--- src/jts_pkg.sv ---
`timescale 1ns / 1ps

package jts_pkg;

    localparam int OFFSET_BITS_DEF = 24;
    localparam int LINE_BITS_DEF   = 16;

    typedef enum logic [2:0] {
        MODE_IDLE    = 3'd0,
        MODE_STRING  = 3'd1,
        MODE_ESCAPE  = 3'd2,
        MODE_NUMBER  = 3'd3,
        MODE_KEYWORD = 3'd4,
        MODE_SIGN    = 3'd5,
        MODE_DONE    = 3'd6
    } mode_t;

    localparam logic [2:0] KIND_KEYWORD = 3'd0;
    localparam logic [2:0] KIND_STRING  = 3'd1;
    localparam logic [2:0] KIND_NUMBER  = 3'd2;
    localparam logic [2:0] KIND_SYMBOL  = 3'd3;
    localparam logic [2:0] KIND_UNDEF   = 3'd4;
    localparam logic [2:0] KIND_END     = 3'd5;
    localparam logic [2:0] KIND_ERROR   = 3'd6;

    localparam logic [7:0] CH_NUL       = 8'h00;
    localparam logic [7:0] CH_QUOTE     = 8'h22;
    localparam logic [7:0] CH_BACKSLASH = 8'h5C;
    localparam logic [7:0] CH_LBRACE    = 8'h7B;
    localparam logic [7:0] CH_RBRACE    = 8'h7D;
    localparam logic [7:0] CH_LBRACKET  = 8'h5B;
    localparam logic [7:0] CH_RBRACKET  = 8'h5D;
    localparam logic [7:0] CH_COMMA     = 8'h2C;
    localparam logic [7:0] CH_COLON     = 8'h3A;
    localparam logic [7:0] CH_LOWER_E   = 8'h65;
    localparam logic [7:0] CH_UPPER_E   = 8'h45;
    localparam logic [7:0] CH_NEWLINE   = 8'h0A;
    localparam logic [7:0] CH_DOT       = 8'h2E;
    localparam logic [7:0] CH_PLUS      = 8'h2B;
    localparam logic [7:0] CH_MINUS     = 8'h2D;
    localparam logic [7:0] CH_SPACE     = 8'h20;

    function automatic logic is_space(input logic [7:0] c);
        return (c == CH_SPACE) || (c >= 8'd9 && c <= 8'd13);
    endfunction

    function automatic logic is_digit(input logic [7:0] c);
        return c >= 8'd48 && c <= 8'd57;
    endfunction

    function automatic logic is_alpha(input logic [7:0] c);
        return (c >= 8'd65 && c <= 8'd90) || (c >= 8'd97 && c <= 8'd122);
    endfunction

    function automatic logic is_symbol(input logic [7:0] c);
        return c == CH_LBRACE || c == CH_RBRACE || c == CH_LBRACKET ||
               c == CH_RBRACKET || c == CH_COMMA || c == CH_COLON;
    endfunction

endpackage

--- src/json_token_scanner.sv ---
`timescale 1ns / 1ps
// JSON token scanner.
// The slave channel takes one byte of JSON text per word on s_tdata; a zero
// byte ends the document. The master channel gives one token per word: the
// token kind on m_tuser, its start offset, length, first byte, row and column
// packed in m_tdata, and m_tlast on the last token caused by an input byte.
// A byte may cause no token, one token, or two (a token it closes, then the
// symbol, stray byte or end token it stands for itself).
// An accepted byte is held in the input register and decoded into the
// two-entry result register, from which its first token is shown.
// Throughput is one byte per cycle while each byte yields at most one token
// and the receiver is ready; a byte yielding two holds the next one back
// until its first token is taken; the register drains one token per cycle.
// When the receiver stalls, the result register keeps its tokens and the
// input register holds one byte, after which s_tready drops.
// Reset clears both registers, the position counters (offset 0, row 1,
// column 1) and the scan mode. After the end token every further byte gives
// another end token until reset.

module json_token_scanner
    import jts_pkg::*;
#(
    parameter int OFFSET_BITS = OFFSET_BITS_DEF,
    parameter int LINE_BITS   = LINE_BITS_DEF,
    localparam int RAW_W      = 2 * OFFSET_BITS + 8 + 2 * LINE_BITS,
    localparam int TDATA_W    = ((RAW_W + 7) / 8) * 8
) (
    input  logic               aclk,
    input  logic               aresetn,
    input  logic               s_tvalid,
    output logic               s_tready,
    input  logic [7:0]         s_tdata,   // char_byte
    output logic               m_tvalid,
    input  logic               m_tready,
    // token_start, token_length, first_char, start_row, start_column
    output logic [TDATA_W-1:0] m_tdata,
    output logic [2:0]         m_tuser,   // token_kind
    output logic               m_tlast    // last_result
);

    logic                   in_valid_reg, in_valid_next;
    logic [7:0]             in_byte_reg;
    logic                   core_ready;
    logic [OFFSET_BITS-1:0] tok_start;
    logic [OFFSET_BITS-1:0] tok_length;
    logic [7:0]             tok_first;
    logic [LINE_BITS-1:0]   tok_row;
    logic [LINE_BITS-1:0]   tok_col;

    assign s_tready = !in_valid_reg || core_ready;

    always_comb begin
        in_valid_next = in_valid_reg;
        if (s_tready) begin
            in_valid_next = s_tvalid;
        end
    end

    always_ff @(posedge aclk) begin
        if (!aresetn) begin
            in_valid_reg <= 1'b0;
        end else begin
            in_valid_reg <= in_valid_next;
        end
    end

    always_ff @(posedge aclk) begin
        if (s_tvalid && s_tready) begin
            in_byte_reg <= s_tdata;
        end
    end

    jts_core #(
        .OFFSET_BITS (OFFSET_BITS),
        .LINE_BITS   (LINE_BITS)
    ) u_core (
        .aclk       (aclk),
        .aresetn    (aresetn),
        .in_valid   (in_valid_reg),
        .in_ready   (core_ready),
        .in_byte    (in_byte_reg),
        .out_valid  (m_tvalid),
        .out_ready  (m_tready),
        .out_kind   (m_tuser),
        .out_start  (tok_start),
        .out_length (tok_length),
        .out_first  (tok_first),
        .out_row    (tok_row),
        .out_col    (tok_col),
        .out_last   (m_tlast)
    );

    assign m_tdata = TDATA_W'({tok_col, tok_row, tok_first, tok_length, tok_start});

endmodule

--- src/jts_core.sv ---
`timescale 1ns / 1ps

module jts_core
    import jts_pkg::*;
#(
    parameter int OFFSET_BITS = OFFSET_BITS_DEF,
    parameter int LINE_BITS   = LINE_BITS_DEF
) (
    input  logic                   aclk,
    input  logic                   aresetn,
    input  logic                   in_valid,
    output logic                   in_ready,
    input  logic [7:0]             in_byte,
    output logic                   out_valid,
    input  logic                   out_ready,
    output logic [2:0]             out_kind,
    output logic [OFFSET_BITS-1:0] out_start,
    output logic [OFFSET_BITS-1:0] out_length,
    output logic [7:0]             out_first,
    output logic [LINE_BITS-1:0]   out_row,
    output logic [LINE_BITS-1:0]   out_col,
    output logic                   out_last
);

    typedef struct packed {
        logic [2:0]             kind;
        logic [OFFSET_BITS-1:0] start;
        logic [OFFSET_BITS-1:0] length;
        logic [7:0]             first;
        logic [LINE_BITS-1:0]   row;
        logic [LINE_BITS-1:0]   col;
    } tok_t;

    localparam logic [OFFSET_BITS-1:0] OFF_ONE  = OFFSET_BITS'(1);
    localparam logic [LINE_BITS-1:0]   LINE_ONE = LINE_BITS'(1);

    // Scanner state.
    mode_t                  mode_reg,  mode_next;
    logic [OFFSET_BITS-1:0] off_reg,   off_next;
    logic [LINE_BITS-1:0]   line_reg,  line_next;
    logic [LINE_BITS-1:0]   col_reg,   col_next;
    logic [OFFSET_BITS-1:0] tbeg_reg,  tbeg_next;
    logic [LINE_BITS-1:0]   trow_reg,  trow_next;
    logic [LINE_BITS-1:0]   tcol_reg,  tcol_next;
    logic [7:0]             held_reg,  held_next;

    // Result pair: slot 0 is shown on the output, slot 1 waits behind it.
    logic [1:0] cnt_reg,   cnt_next;
    tok_t       slot0_reg, slot0_next;
    tok_t       slot1_reg, slot1_next;

    logic                   fire;
    logic                   pop;
    logic [7:0]             c;
    logic [OFFSET_BITS-1:0] off_inc;
    logic [LINE_BITS-1:0]   col_inc;
    logic [LINE_BITS-1:0]   line_inc;
    tok_t                   pend_tok;
    tok_t                   end_tok;
    tok_t                   pre_tok;
    tok_t                   sec_tok;
    logic                   pre_emit;
    logic                   sec_emit;
    logic                   go_idle;
    logic                   do_consume;
    logic [1:0]             n_res;

    assign c        = in_byte;
    assign off_inc  = (off_reg == '1) ? off_reg : off_reg + OFF_ONE;
    assign col_inc  = (col_reg == '1) ? col_reg : col_reg + LINE_ONE;
    assign line_inc = (line_reg == '1) ? line_reg : line_reg + LINE_ONE;

    assign pend_tok = '{kind: KIND_STRING, start: tbeg_reg, length: off_reg - tbeg_reg,
                        first: held_reg, row: trow_reg, col: tcol_reg};
    assign end_tok  = '{kind: KIND_END, start: off_reg, length: '0, first: 8'h00,
                        row: line_reg, col: col_reg};

    assign in_ready  = (cnt_reg == 2'd0) || (cnt_reg == 2'd1 && out_ready);
    assign fire      = in_valid && in_ready;
    assign out_valid = (cnt_reg != 2'd0);
    assign pop       = out_valid && out_ready;

    // Per-byte scan decision. A byte that ends a pending token may also start
    // or end another, so up to two results come out of one byte.
    always_comb begin
        mode_next  = mode_reg;
        tbeg_next  = tbeg_reg;
        trow_next  = trow_reg;
        tcol_next  = tcol_reg;
        held_next  = held_reg;
        pre_emit   = 1'b0;
        pre_tok    = pend_tok;
        sec_emit   = 1'b0;
        sec_tok    = end_tok;
        go_idle    = 1'b0;
        do_consume = 1'b1;

        unique case (mode_reg)
            MODE_STRING, MODE_ESCAPE: begin
                if (c == CH_NUL) begin
                    pre_emit      = 1'b1;
                    pre_tok.kind  = KIND_ERROR;
                    sec_emit      = 1'b1;
                    mode_next     = MODE_DONE;
                    do_consume    = 1'b0;
                end else if (mode_reg == MODE_STRING && c == CH_QUOTE) begin
                    pre_emit     = 1'b1;
                    pre_tok.kind = KIND_STRING;
                    mode_next    = MODE_IDLE;
                end else begin
                    if (off_reg == tbeg_reg) begin
                        held_next = c;
                    end
                    mode_next = (mode_reg == MODE_STRING && c == CH_BACKSLASH) ?
                                MODE_ESCAPE : MODE_STRING;
                end
            end
            MODE_NUMBER: begin
                if (!(is_digit(c) || c == CH_DOT || c == CH_LOWER_E || c == CH_UPPER_E)) begin
                    pre_emit     = 1'b1;
                    pre_tok.kind = KIND_NUMBER;
                    go_idle      = 1'b1;
                end
            end
            MODE_KEYWORD: begin
                if (!(is_alpha(c) || is_digit(c))) begin
                    pre_emit     = 1'b1;
                    pre_tok.kind = KIND_KEYWORD;
                    go_idle      = 1'b1;
                end
            end
            MODE_SIGN: begin
                if (is_digit(c)) begin
                    mode_next = MODE_NUMBER;
                end else begin
                    pre_emit       = 1'b1;
                    pre_tok.kind   = KIND_UNDEF;
                    pre_tok.length = OFF_ONE;
                    go_idle        = 1'b1;
                end
            end
            MODE_IDLE: begin
                go_idle = 1'b1;
            end
            MODE_DONE: begin
                pre_emit   = 1'b1;
                pre_tok    = end_tok;
                do_consume = 1'b0;
            end
            default: begin
                pre_emit   = 1'b1;
                pre_tok    = end_tok;
                do_consume = 1'b0;
            end
        endcase

        if (go_idle) begin
            mode_next = MODE_IDLE;
            sec_tok   = '{kind: KIND_SYMBOL, start: off_reg, length: OFF_ONE, first: c,
                          row: line_reg, col: col_reg};
            priority if (c == CH_NUL) begin
                sec_emit   = 1'b1;
                sec_tok    = end_tok;
                mode_next  = MODE_DONE;
                do_consume = 1'b0;
            end else if (c == CH_QUOTE) begin
                mode_next = MODE_STRING;
                tbeg_next = off_inc;
                trow_next = line_reg;
                tcol_next = col_inc;
                held_next = 8'h00;
            end else if (is_digit(c) || c == CH_PLUS || c == CH_MINUS || is_alpha(c)) begin
                mode_next = is_digit(c) ? MODE_NUMBER :
                            (is_alpha(c) ? MODE_KEYWORD : MODE_SIGN);
                tbeg_next = off_reg;
                trow_next = line_reg;
                tcol_next = col_reg;
                held_next = c;
            end else if (is_symbol(c)) begin
                sec_emit = 1'b1;
            end else if (!is_space(c)) begin
                sec_emit     = 1'b1;
                sec_tok.kind = KIND_UNDEF;
            end else begin
                sec_emit = 1'b0;
            end
        end

        n_res = {1'b0, pre_emit} + {1'b0, sec_emit};
    end

    always_comb begin
        off_next  = off_reg;
        line_next = line_reg;
        col_next  = col_reg;
        if (do_consume) begin
            off_next = off_inc;
            if (c == CH_NEWLINE) begin
                line_next = line_inc;
                col_next  = LINE_ONE;
            end else begin
                col_next = col_inc;
            end
        end
    end

    // The pair is always empty after this edge when a byte is taken, so the
    // new results load from slot 0 upward.
    always_comb begin
        cnt_next   = cnt_reg;
        slot0_next = slot0_reg;
        slot1_next = slot1_reg;
        if (fire) begin
            cnt_next   = n_res;
            slot0_next = pre_emit ? pre_tok : sec_tok;
            slot1_next = sec_tok;
        end else if (pop) begin
            cnt_next   = cnt_reg - 2'd1;
            slot0_next = slot1_reg;
        end
    end

    always_ff @(posedge aclk) begin
        if (!aresetn) begin
            mode_reg <= MODE_IDLE;
            off_reg  <= '0;
            line_reg <= LINE_ONE;
            col_reg  <= LINE_ONE;
            tbeg_reg <= '0;
            trow_reg <= LINE_ONE;
            tcol_reg <= LINE_ONE;
            held_reg <= 8'h00;
            cnt_reg  <= 2'd0;
        end else begin
            cnt_reg <= cnt_next;
            if (fire) begin
                mode_reg <= mode_next;
                off_reg  <= off_next;
                line_reg <= line_next;
                col_reg  <= col_next;
                tbeg_reg <= tbeg_next;
                trow_reg <= trow_next;
                tcol_reg <= tcol_next;
                held_reg <= held_next;
            end
        end
    end

    always_ff @(posedge aclk) begin
        slot0_reg <= slot0_next;
        slot1_reg <= slot1_next;
    end

    assign out_kind   = slot0_reg.kind;
    assign out_start  = slot0_reg.start;
    assign out_length = slot0_reg.length;
    assign out_first  = slot0_reg.first;
    assign out_row    = slot0_reg.row;
    assign out_col    = slot0_reg.col;
    assign out_last   = (cnt_reg == 2'd1);

endmodule

--- config.mk ---
export PLATFORM = sky130hd
export DESIGN_NAME = json_token_scanner
export DESIGN_NICKNAME = d
export VERILOG_FILES = /design/src/jts_pkg.sv /design/src/json_token_scanner.sv /design/src/jts_core.sv
export SDC_FILE = /design/constraint.sdc
export NUM_CORES = 1
export LEC_CHECK = 0
export ABC_AREA = 1
export ABC_CLOCK_PERIOD_IN_PS = 3900
export BUFFER_PORTS_ARGS = -buffer_cell sky130_fd_sc_hd__buf_4
export CORE_UTILIZATION = 25
export DETAILED_ROUTE_END_ITERATION = 10
export PLACE_DENSITY = 0.42
export REMOVE_ABC_BUFFERS = 1
export SLEW_MARGIN = 20
export SYNTH_ARGS = -nofsm -noshare
export SYNTH_HDL_FRONTEND = slang
export SYNTH_SLANG_ARGS = --single-unit
export TNS_END_PERCENT = 1
--- constraint.sdc ---
create_clock -name aclk -period 3.9 [get_ports aclk]
set_input_delay 0.39 -clock aclk [delete_from_list [all_inputs] [get_ports aclk]]
set_output_delay 0.39 -clock aclk [all_outputs]
set_load 0.03 [all_outputs]
# --- Yosys cells after proc, flatten, opt, wreduce, memory -nomap -nowiden ---
# Index checks and enable logic that the tools add are counted.
word_totals:
  regBits: 316
  inputBits: 12
  wordCells: 175
op_classes:
  add_sub_neg: 6
  order_cmp: 8
  eq_ne: 26
  n_mux: 68
  bitwise_logic: 2
  n_reduce_logical: 42
ops:
  columns: ["op", "count"]
  rows:
  - ["$mux W91", 4]
  - ["$mux W24", 5]
  - ["$mux W16", 6]
  - ["$mux W8", 8]
  - ["$eq A8 B6 Y1 const B", 7]
  - ["$eq A8 B7 Y1 const B", 7]
  - ["$pmux W24 S2", 1]
  - ["$mux W3", 15]
  - ["$mux W41", 1]
  - ["$mux W40", 1]
  - ["$add A16 B1 Y16 const B", 2]
  - ["$eq A16 B16 Y1 const B", 2]
  - ["$add A24 B1 Y24 const B", 1]
  - ["$eq A24 B24 Y1", 1]
  - ["$eq A24 B24 Y1 const B", 1]
  - ["$sub A24 B24 Y24", 1]
  - ["$mux W1", 18]
  - ["$ge A8 B7 Y1 const B", 2]
  - ["$le A8 B7 Y1 const B", 2]
  - ["$logic_or A1 B1 Y1", 16]
  - ["$pmux W3 S5", 1]
  - ["$logic_and A1 B1 Y1", 10]
  - ["$eq A8 B4 Y1 const B", 1]
  - ["$ge A8 B4 Y1 const B", 1]
  - ["29 further kinds", 38]

# --- Longest topological paths before layout ---
# Gate-level depths: netlist of the first run.
logic_depth:
  word_depth: 13
  mapped_depth: 15
  mapped_depth_nobuf: 13

# --- Modules after synthesis ---
# Synthesis of the first run repeated with hierarchy kept, for this count alone.
hier_totals:
  hier_cells: 1992
  area_unflattened_um2: 16001.6
by_module_without_submodules:
  columns: ["module", "n_inst", "cells_per_inst", "area_per_inst_um2", "seq_area_each_um2"]
  rows:
  - ["jts_core", 1, 1977, 15710.1, 7277.0]
  - ["json_token_scanner", 1, 15, 291.5, 260.2]

# --- Least setup slack after synthesis of the first run ---
# Ideal clock, no wire load.
synth_path:
  kind: "reg-to-reg"
  startpoint: "register u_core.cnt_reg[1]"
  endpoint: "register u_core.slot0_reg, in the netlist u_core.out_col[0], enable pin"
  t_arrival_ps: 3244
  required_ps: 3027
  setup_slack_ps: -218
  path_stages_with_launch: 9
  period_less_slack_ps: 4118
  cell_sequence: "dfxtp_1 -> inv_1 -> ha_1 -> a21oi_1 -> nor2_2 -> inv_2 -> clkbuf_1 -> clkbuf_1 -> nand2_1"
synth_via:
  elab_chain_len: 5
synth_rtl:
  columns: ["item", "line", "source"]
  rows:
  - ["from (decl)", "jts_core.sv:48", "logic [1:0] cnt_reg, cnt_next;"]
  - ["from (signal assigned)", "jts_core.sv:235", "cnt_reg <= cnt_next;"]
  - ["$eq A2 B1 Y1", null, null]
  - ["named net m_tlast", "json_token_scanner.sv:38", "output logic m_tlast"]
  - ["$logic_and A1 B1 Y1", "jts_core.sv:78", "assign in_ready = (cnt_reg == 2'd0) || (cnt_reg == 2'd1 && out_ready);"]
  - ["$logic_or A1 B1 Y1", "jts_core.sv:78", null]
  - ["$logic_and A1 B1 Y1", "jts_core.sv:79", "assign fire = in_valid && in_ready;"]
  - ["$reduce_bool A2 Y1 (no line)", null, null]
  - ["to (signal assigned)", "jts_core.sv:250", "slot0_reg <= slot0_next;"]
  - ["to (decl)", "jts_core.sv:49", "tok_t slot0_reg, slot0_next;"]
# The timed path passes the listed nets, and every way through them passes these cells.
# A chain may end at the register's enable or synchronous reset.

# --- Final worst setup path of the first run ---
layout_path:
  startpoint: "register in_byte_reg[4]"
  endpoint: "register u_core.tbeg_reg[8]"
layout_via:
  elab_chain_len: 8
layout_rtl:
  columns: ["item", "line", "source"]
  rows:
  - ["from (decl)", "json_token_scanner.sv:42", "logic [7:0] in_byte_reg;"]
  - ["from (signal assigned)", "json_token_scanner.sv:69", "in_byte_reg <= s_tdata;"]
  - ["$ge A8 B6 Y1 or $le A8 B6 Y1 (tied branches)", "jts_pkg.sv:48", "return c >= 8'd48 && c <= 8'd57;"]
  - ["$logic_and A1 B1 Y1", "jts_pkg.sv:48", null]
  - ["$logic_or A1 B1 Y1 (3 in series)", "jts_core.sv:119", "if (!(is_digit(c) || c == CH_DOT || c == CH_LOWER_E || c == CH_UPPER_E)) begin"]
  - ["$mux W1", "jts_core.sv:119", null]
  - ["$pmux W1 S4", "jts_core.sv:98", "unique case (mode_reg)"]
  - ["$reduce_and A4 Y1 (no line)", null, null]
  - ["to (signal assigned)", "jts_core.sv:241", "tbeg_reg <= tbeg_next;"]
  - ["to (decl)", "jts_core.sv:42", "logic [OFFSET_BITS-1:0] tbeg_reg, tbeg_next;"]
# Parallel ways exist; a longest one is shown, timed or not.

==> results.py, run 1 <==
metrics = {
    "setup_path": {
        "r2r-start": "in_byte_reg[4]",
        "startpoint_type": "register",
        "arrival_ns": 3.44,
        "crit_slowest_cell": "buf_4",
        "slowest_delay_ns": 0.69,
        "critPathBufInv": 2,
        "required_ns": 4.30,
        "critPathMaxFanout": 80,
        "critPathTopFamily": "simple AND/OR/NAND/NOR gates",
        "path_common_cell": "nand2_1",
        "worstPathCellList": "inv_2, nand2_1, nor2_2, nand2_1, nand4_2, nand3_2, nand3_4, buf_4, nand2_1, nand2_1, a21oi_1",
        "startpoint": "in_byte_reg[4]",
        "endpoint_kind": "register",
        "crit_type": "register to register",
    },
    "global_routing": {
        "overflow": 0,
        "grt_pass1_vias": 12000,
        "grt_use_total_pct": 14.4,
        "grt_pass1_wl_mm": 69.1,
        "antenna_found_initial": 0,
        "grt_max_degree": 136,
    },
    "yosys": {
        "ys.flop_type": "edfxtp_1",
        "mappedNetlistArea_mm2": 0.0151,
        "avgSynthCellArea_um2": 7.93,
        "synth_cell_types": 46,
        "synth_seq_area_share_pct": 49.8,
        "synth_area_leaders": "edfxtp_1 (33%), dfxtp_1 (17%), nand2_1 (12%)",
        "synth-simple-area-share_pct": 23.2,
        "synth_top_family_by_area": "simple AND/OR/NAND/NOR gates",
        "yosysTopAreaCell": "edfxtp_1",
        "synthMuxAreaShare_pct": 0,
        "ys_seq_elements": 293,
        "synthCells": 1906,
        "async_reset_ff_share_pct": 0,
        "synth_top_area_share_pct": 33.2,
        "synthAdderAreaFrac_pct": 2.53,
        "synth_xor_area_share_pct": 2.03,
        "ys.warnings.count": 0,
        "synth-compound-area-share_pct": 14.6,
        "synth_edf_count": 167,
    },
    "clock_tree": {
        "postCtsSetupBuffers": 0,
        "numCtsBuffers": 38,
        "cts.hold.buffers_added": 4,
        "insertion_delay_ns": 0.55,
        "cts.path.max_buffers": 3,
        "clkTransAtPathRegs_ns": 0.05,
        "h-tree-depth": 2,
        "cts_tree": "built",
        "cts_root_buf": "clkbuf_16",
        "ctsResizeCount": 0,
        "cts_sinks": 293,
    },
    "timing": {
        "fin_crit_ns": 3.04,
        "postLayoutSetupSlackWorst_ns": 0.858,
        "rsz0062_at_grt": "false",
        "timing.final.hold_violations": 0,
        "final_max_slew_viol_count": 0,
        "setup_viol": 0,
        "fin_hold_ws_ns": 0.0315,
        "fmax_ghz": 0.329,
        "finalCritPeriodShare_pct": 78.0,
        "finClkSkew_ns": 0.0195,
        "maxSlewHeadroom_pct": 34.1,
        "worst_slew_pin_slew_ns": 0.988,
    },
    "place": {
        "gp_congestion": 0.845,
        "portBuffers": 105,
        "dp_hpwl_mm": 30.0,
        "dp_slack_ns": 0.860,
    },
    "finish": {
        "final_cell_mix": "nand2_1 (466), a21oi_1 (202), nor2_1 (190)",
        "synthToLayoutAreaGrowth_pct": 18.4,
        "drive_gt1_share_pct": 10.9,
        "nets": 2028,
        "largest_reg_flops": 68,
        "final_common_cell": "nand2_1",
        "n_antenna_cell": 0,
    },
    "floorplan": {
        "die_area_mm2": 0.0615,
        "dieWidth_um": 248,
        "initial_utilization_pct": 25.5,
        "fp-row-count": 89,
        "die_y_um": 248,
        "core_mm2": 0.0594,
        "boundaryPins": 106,
    },
    "route": {
        "wire_per_inst_um": 15.9,
        "antenna_left": 0,
        "drtPass1Iterations": 5,
        "routed_via_density": 4.62,
        "dr.first_iter.drc_count": 744,
        "num_vias": 12900,
        "drc": 0,
        "wirelength_mm": 44.3,
    },
    "power_and_ir_drop": {
        "ir_worst_vdd_mv": 0.380,
        "leakagePower_nw": 7.24,
        "pwr_density_cell_mw_per_mm2": 720,
    },
    "worst_hold_path": {
        "min-delay-start": "s_tdata[1]",
        "min_path_type": "primary input to register",
    },
    "run_status": {
        "outcome": "completed",
    },
    "job": {
        "cap_viol_max_count": 0,
    },
}
==> power by group <==
group,internal (mW),switching [mW],total [mW]
Combinational,1.54,3.38,4.92
Clock,2.05,1.36,3.41
Sequential,4.21,0.356,4.56
Total,7.80,5.09,12.9
==> worst paths after layout <==
kind                                             to  slack, ns  depth (start not counted)
worst max-delay path             u_core.tbeg_reg[8]       0.86                         11
worst min register to register  u_core.trow_reg[13]       0.45                          2
worst max register to register   u_core.tbeg_reg[8]       0.86                         11
worst min-delay path                 in_byte_reg[1]       0.03                          1
==> cell type report <==
| class | count | area (µm²) |
|---|---|---|
| fill | 6394 | 41400 |
| multi-input combinational | 1325 | 6420 |
| inverter | 198 | 746 |
| clock inverter | 14 | 95.1 |
| clock buffer | 55 | 1120 |
| timing repair buffer | 130 | 1020 |
| sequential | 293 | 7540 |
| tap | 773 | 967 |
==> cell usage after synthesis, types with 5 or more instances <==
library cell / instances
a211oi_1: 11
a21oi_1: 202
a22oi_1: 6
a31oi_1: 6
buf_2: 35
buf_6: 5
clkbuf_1: 43
dfxtp_1: 126
edfxtp_1: 167
ha_1: 29
inv_1: 188
inv_2: 10
nand2_1: 467
nand2_2: 8
nand3_1: 104
nand4_1: 21
nor2_1: 190
nor2_2: 8
nor3_1: 20
o21ai_0: 171
o21ai_1: 10
xnor2_1: 14
xor2_1: 21
==> per-layer routing <==
layer  GRT usage (%)  up-vias  part of all wire [%]
met5               0        -                     0
met4            4.28        0                   2.1
met3            2.37       66                   4.5
met2            23.1      235                    45
met1            19.7     6063                    48
li1                -     6505                     -
==> worst register-to-register path, cell delays in order, from the launching register on <==
cell and delay (ns):
edfxtp_1 0.54, inv_2 0.14, nand2_1 0.07, nor2_2 0.24
nand2_1 0.14, nand4_2 0.14, nand3_2 0.45, nand3_4 0.19
buf_4 0.69, nand2_1 0.16, nand2_1 0.09, a21oi_1 0.04
==> cells by family after synthesis <==
logic type / Yosys count
AOI/OAI and AO/OA: 423
xor gates and xnor gates: 35
adders and majority gates: 30
buffers and inverters: 288
DFF: 293
and+or+nand+nor: 837
==> metrics by stage <==
step / cell area (µm²) / util [%] / total power [mW] / TNS, ns / cells
after detailed placement: 16700 / 28.1 / 9.60 / 0 / 2715
after CTS: 17900 / 30.2 / 13.1 / 0 / 2788
final: 17900 / 30.2 / 12.9 / 0 / 2788
after floorplan: 14700 / - / 7.87 / -657.22 / 1816
after global routing: 17900 / 30.2 / 13.8 / 0 / 2788
after global placement: 16700 / 28.1 / 9.60 / 0 / 2715
Power figures use the tool's default switching activity.
==> run 2: changes to the inputs <==
Settings changed: ABC_CLOCK_PERIOD_IN_PS 3900 to 2600.
Clock period 3.9 ns to 2.6 ns, I/O delays scaled along.
==> run 2 against run 1 <==
Fmax rose by 23%. Non-clock buffer count grew 64. Sequential share of layout area down 1.4 points. Worst hold slack improved by 0.068 ns. Largest cell class unchanged. Final cell count increased by 2.3%. Core utilization increased by 1.0 points.
==> results.py, run 2 (same netlist as run 1, synthesis figures left out) <==
metrics = {
    "setup_path": {
        "crit_type": "register to register",
        "endpoint_kind": "register",
        "critPathBufInv": 4,
        "path_common_cell": "nand2_1",
        "worstPathCellList": "buf_4, inv_2, nand2_1, nor2_2, nand2_1, nand4_2, nand4_4, buf_12, nand2_1, buf_6, nor3b_1",
        "slowest_delay_ns": 0.42,
        "arrival_ns": 2.76,
        "critPathMaxFanout": 32,
        "required_ns": 2.89,
        "startpoint_type": "register",
        "critPathTopFamily": "simple AND/OR/NAND/NOR gates",
        "crit_slowest_cell": "edfxtp_1",
    },
    "finish": {
        "final_common_cell": "nand2_1",
        "nets": 2091,
        "largest_reg_flops": 68,
        "final_cell_mix": "nand2_1 (466), a21oi_1 (202), inv_1 (188)",
        "fin_area_mm2": 0.0185,
        "fillers": 6349,
        "stdcell_count": 2851,
        "drive_gt1_share_pct": 14.1,
        "synthToLayoutAreaGrowth_pct": 22.5,
        "regArea_mm2": 0.00754,
        "multi_input_area_mm2": 0.00646,
        "n_antenna_cell": 0,
    },
    "route": {
        "drc": 0,
        "dr.first_iter.drc_count": 767,
        "wirelength_mm": 45.8,
        "num_vias": 13100,
        "wire_per_inst_um": 16.1,
        "routed_via_density": 4.59,
        "drtPass1Iterations": 6,
        "antenna_left": 0,
    },
    "place": {
        "post_dp_cell_area_mm2": 0.0172,
        "placed_cells": 2773,
        "gp_congestion": 0.835,
        "portBuffers": 105,
        "dp_hpwl_mm": 31.4,
    },
    "timing": {
        "timing.final.hold_violations": 0,
        "fmax_ghz": 0.406,
        "rsz0062_at_grt": "true",
        "fin_hold_ws_ns": 0.0997,
        "setup_viol": 0,
        "finClkSkew_ns": 0.0268,
        "maxSlewHeadroom_pct": 52.9,
        "worst_slew_pin_slew_ns": 0.707,
        "finalCritPeriodShare_pct": 94.8,
        "final_max_slew_viol_count": 0,
        "fin_crit_ns": 2.46,
    },
    "clock_tree": {
        "numCtsBuffers": 37,
        "cts_sinks": 293,
        "cts_root_buf": "clkbuf_16",
        "clkTransAtPathRegs_ns": 0.06,
        "postCtsSetupBuffers": 0,
        "insertion_delay_ns": 0.57,
        "cts.path.max_buffers": 3,
        "cts_tree": "built",
        "h-tree-depth": 2,
    },
    "global_routing": {
        "grt_pass1_wl_mm": 71.2,
        "grt_max_degree": 136,
        "antenna_found_initial": 0,
        "overflow": 0,
        "grt_pass1_vias": 12500,
        "grt_use_total_pct": 14.8,
    },
    "job": {
        "cap_viol_max_count": 0,
    },
    "worst_hold_path": {
        "min_path_type": "primary input to register",
    },
    "floorplan": {
        "initial_utilization_pct": 25.5,
        "die_y_um": 248,
        "dieWidth_um": 248,
        "die_area_mm2": 0.0615,
        "boundaryPins": 106,
        "fp-row-count": 89,
        "core_mm2": 0.0594,
    },
    "power_and_ir_drop": {
        "pwr_density_cell_mw_per_mm2": 1070,
        "netSwitchingFraction_pct": 39.5,
        "p_sw_mw": 7.80,
        "power_frac_clock_pct": 25.9,
        "leakagePower_nw": 7.58,
        "seq_power_share_pct": 34.2,
        "power_mw": 19.8,
        "internal_power_mw": 11.9,
        "ir_worst_vdd_mv": 0.397,
        "p_comb_share_pct": 39.9,
    },
    "run_status": {
        "outcome": "completed",
    },
}
-- run 2: cell types whose count changed in the layout (fill, tap and decap cells not counted), sizes merged --
cell	delta
buf	+58
clkbuf	+4
clkinv	-3
dlygate4sd3	+5
inv	-1
-- run 2: power groups by stage --
stage | Sequential, mW | Clock, mW | Combinational (mW)
after floorplan | 7.99 | 0 | 3.82
after global placement | 6.85 | 0 | 7.89
after detailed placement | 6.85 | 0 | 7.89
after CTS | 6.77 | 5.30 | 7.93
after global routing | 6.87 | 5.48 | 8.72
final | 6.75 | 5.11 | 7.89
-- run 2: final timing paths --
kind	slack, ns	cells past startpoint	endpoint	from
hold reg to reg	0.45	2	u_core.trow_reg[7]	u_core.trow_reg[7]
setup reg to reg	0.14	11	u_core.out_length[23]	in_byte_reg[4]
hold / removal	0.1	2	u_core.trow_reg[0]	aresetn
setup / recovery	0.14	11	u_core.out_length[23]	in_byte_reg[4]
-- run 2: final cells by class --
class,count,area share (%)
Sequential cell,293,40.7
Multi-Input combinational cell,1325,34.9
Timing Repair Buffer,194,8.64
Clock buffer,58,5.97
Tap cell,773,5.22
Inverter,198,4.04
Clock inverter,10,0.561
-- run 2: repair_timing --
action	CTS	global route
endpoints found under the hold margin	9	0
gates resized for setup	1	13
gates cloned	0	1
hold buffers	9	0
endpoints found under the setup margin	7	29
-- run 2: worst register-to-register path, cell delays in order, from the launching register on --
cell,delay [ns]
edfxtp_1,0.42
buf_4,0.18
inv_2,0.08
nand2_1,0.06
nor2_2,0.23
nand2_1,0.15
nand4_2,0.15
nand4_4,0.24
buf_12,0.26
nand2_1,0.12
buf_6,0.21
nor3b_1,0.10
-- run 2: per-stage QoR --
| stage | util, % | setup slack [ns] | TNS [ns] |
|---|---|---|---|
| after detailed placement | 28.9 | -0.0407 | -0.0983 |
| after floorplan | - | -5.00 | -1123.65 |
| after CTS | 31.1 | 0.0806 | 0 |
| after global placement | 28.9 | 0.0233 | 0 |
| final | 31.2 | 0.136 | 0 |
| after global routing | 31.2 | -0.0612 | -0.233 |
-- run 2: metal layers --
| layer | global-route usage [%] | vias to the layer above | share of wire, % |
|---|---|---|---|
| met5 | 0 | - | 0 |
| met4 | 3.84 | 0 | 2.1 |
| met1 | 20.4 | 6091 | 48 |
| li1 | - | 6643 | - |
| met3 | 2.79 | 69 | 4.9 |
| met2 | 23.8 | 271 | 45 |
==> run 3: changes to the inputs <==
Settings changed: CORE_UTILIZATION 25 to 46, PLACE_DENSITY 0.42 to 0.67.
==> run 3 against run 2 <==
Fmax up 4.0%. Largest cell class unchanged. Critical endpoint is now u_core.out_length[22]. Highest routed layer unchanged. Worst hold slack worse by 0.055 ns. First-iteration DRC count up 33%. Cell area down 3.3%. Power down 2.8%.
==> results.py, run 3 (same netlist as run 1, synthesis figures left out) <==
metrics = {
    "clock_tree": {
        "cts_tree": "built",
        "cts.path.max_buffers": 3,
        "cts_root_buf": "clkbuf_16",
        "insertion_delay_ns": 0.51,
        "cts_sinks": 293,
        "numCtsBuffers": 34,
        "postCtsSetupBuffers": 0,
        "clkTransAtPathRegs_ns": 0.06,
        "h-tree-depth": 2,
    },
    "finish": {
        "multi_input_area_mm2": 0.00644,
        "fillers": 3038,
        "n_antenna_cell": 0,
        "synthToLayoutAreaGrowth_pct": 18.4,
        "nets": 2076,
        "fin_area_mm2": 0.0179,
        "regArea_mm2": 0.00754,
        "final_cell_mix": "nand2_1 (465), a21oi_1 (202), inv_1 (188), nor2_1 (188), o21ai_0 (169)",
        "fin_util_pct": 55.2,
        "drive_gt1_share_pct": 13.3,
        "largest_reg_flops": 68,
        "final_common_cell": "nand2_1",
    },
    "timing": {
        "final.setup.tns_ns": 0,
        "maxSlewHeadroom_pct": 49.3,
        "setup_viol": 0,
        "fin_hold_ws_ns": 0.0448,
        "fin_crit_ns": 2.37,
        "final_max_slew_viol_count": 0,
        "worst_slew_pin_slew_ns": 0.760,
        "finalCritPeriodShare_pct": 91.1,
        "postLayoutSetupSlackWorst_ns": 0.231,
        "timing.final.hold_violations": 0,
        "rsz0062_at_grt": "false",
        "fmax_ghz": 0.422,
        "finClkSkew_ns": 0.0191,
    },
    "route": {
        "num_vias": 13100,
        "drc": 0,
        "antenna_left": 0,
        "dr.first_iter.drc_count": 1020,
        "wirelength_mm": 39.3,
        "drtPass1Iterations": 6,
        "wire_per_inst_um": 15.7,
        "routed_via_density": 5.25,
    },
    "run_status": {
        "outcome": "completed",
    },
    "global_routing": {
        "grt_pass1_wl_mm": 63.7,
        "grt_use_total_pct": 23.7,
        "antenna_found_initial": 0,
        "overflow": 0,
        "grt_max_degree": 76,
        "grt_pass1_vias": 12400,
    },
    "job": {
        "cap_viol_max_count": 0,
    },
    "setup_path": {
        "crit_type": "register to register",
        "critPathMaxFanout": 4,
        "startpoint": "u_core.off_reg[0]",
        "r2r-start": "u_core.off_reg[0]",
        "endpoint_kind": "register",
        "arrival_ns": 2.70,
        "slowest_delay_ns": 0.40,
        "worstPathCellList": "inv_1, ha_1, inv_1, fa_1, nand3_1, nand2_1, buf_4, nand3_1, nand2_1, nand4_1, nand3_1, nand2_1, nand3_1, nor2_1",
        "crit_slowest_cell": "fa_1",
        "path_common_cell": "nand3_1",
        "required_ns": 2.93,
        "reg2reg_slack_ns": 0.23,
        "startpoint_type": "register",
    },
    "power_and_ir_drop": {
        "p_sw_mw": 7.49,
        "netSwitchingFraction_pct": 39.0,
        "power_frac_clock_pct": 24.4,
        "ir_worst_vdd_mv": 0.930,
        "pwr_density_cell_mw_per_mm2": 1070,
        "p_comb_share_pct": 40.5,
        "leakagePower_nw": 7.49,
        "seq_power_share_pct": 35.2,
        "internal_power_mw": 11.7,
    },
    "place": {
        "gp_congestion": 0.940,
        "dp_hpwl_mm": 27.0,
        "post_dp_cell_area_mm2": 0.0167,
        "portBuffers": 105,
        "dp_slack_ns": 0.0331,
    },
    "floorplan": {
        "boundaryPins": 106,
        "fp-row-count": 66,
        "die_y_um": 183,
        "initial_utilization_pct": 46.6,
        "dieWidth_um": 183,
        "core_mm2": 0.0325,
        "die_area_mm2": 0.0336,
    },
    "worst_hold_path": {
        "min-delay-start": "s_tvalid",
        "min_path_type": "primary input to register",
    },
}
==> run 3: cell count changes in the layout (fill, tap and decap cells not counted), moves of 2 or more <==
| cell | delta |
|---|---|
| buf_12 | +4 |
| buf_4 | -14 |
| clkbuf_1 | -6 |
| clkbuf_16 | -4 |
| clkbuf_8 | -4 |
| clkinv_1 | +3 |
| clkinv_2 | +2 |
| clkinv_8 | -2 |
| ha_1 | +3 |
| ha_2 | -3 |
| nor2_1 | +2 |
| nor2_4 | -2 |
| o21ai_0 | -2 |
| o21ai_1 | +2 |
==> run 3: power groups by stage <==
stage / logic, mW / registers (mW) / clock network [mW]
final: 7.78 / 6.75 / 4.68
after global routing: 8.57 / 6.85 / 4.96
after CTS: 7.77 / 6.76 / 4.77
after detailed placement: 7.74 / 6.85 / 0
after global placement: 7.66 / 6.83 / 0
after floorplan: 3.82 / 7.99 / 0
==> run 3: final timing paths <==
kind,end,depth (start not counted)
max,u_core.out_length[22],14
min,in_valid_reg,3
max reg2reg,u_core.out_length[22],14
min reg2reg,u_core.trow_reg[6],2
==> run 3: repair_timing <==
action,4_1_cts,5_1_grt
hold endpoints to repair,8,0
setup endpoints to repair,0,12
hold buffers,8,0
gates resized for setup,0,8
==> run 3: stage by stage <==
| stage | instances | total power, mW |
|---|---|---|
| 6_report | 2501 | 19.2 |
| 5_1_grt | 2501 | 20.4 |
| 4_1_cts | 2501 | 19.3 |
| 3_5_place_dp | 2432 | 14.6 |
| 3_3_place_gp | 2432 | 14.5 |
| 2_1_floorplan | 1816 | 11.8 |
==> run 3: area by class of cell <==
class	count	share of cell area, %
clock inverter	16	0.776
multi-input combinational	1325	35.9
tap	442	3.09
inverter	198	4.16
timing repair buffer	182	8.60
sequential	293	42.1
clock buffer	45	5.32
==> run 3: critical path, delay by kind of cell (launching register included) <==
family	cells	cell delay, ns
fa+ha+maj	2	0.53
buf+inv	3	0.29
flops	1	0.31
simple gates	9	1.06
==> run 3: layer usage <==
metal  wire, µm  global-route usage [%]  vias to the layer above  share of wire (%)
li1           -                       -                     6617                  -
met1      18100                    32.1                     6072                 46
met2      18300                    39.5                      370                 46
met3       2090                    3.12                       64                5.3
met4        861                    6.70                        0                2.2
met5          0                       0                        -                  0
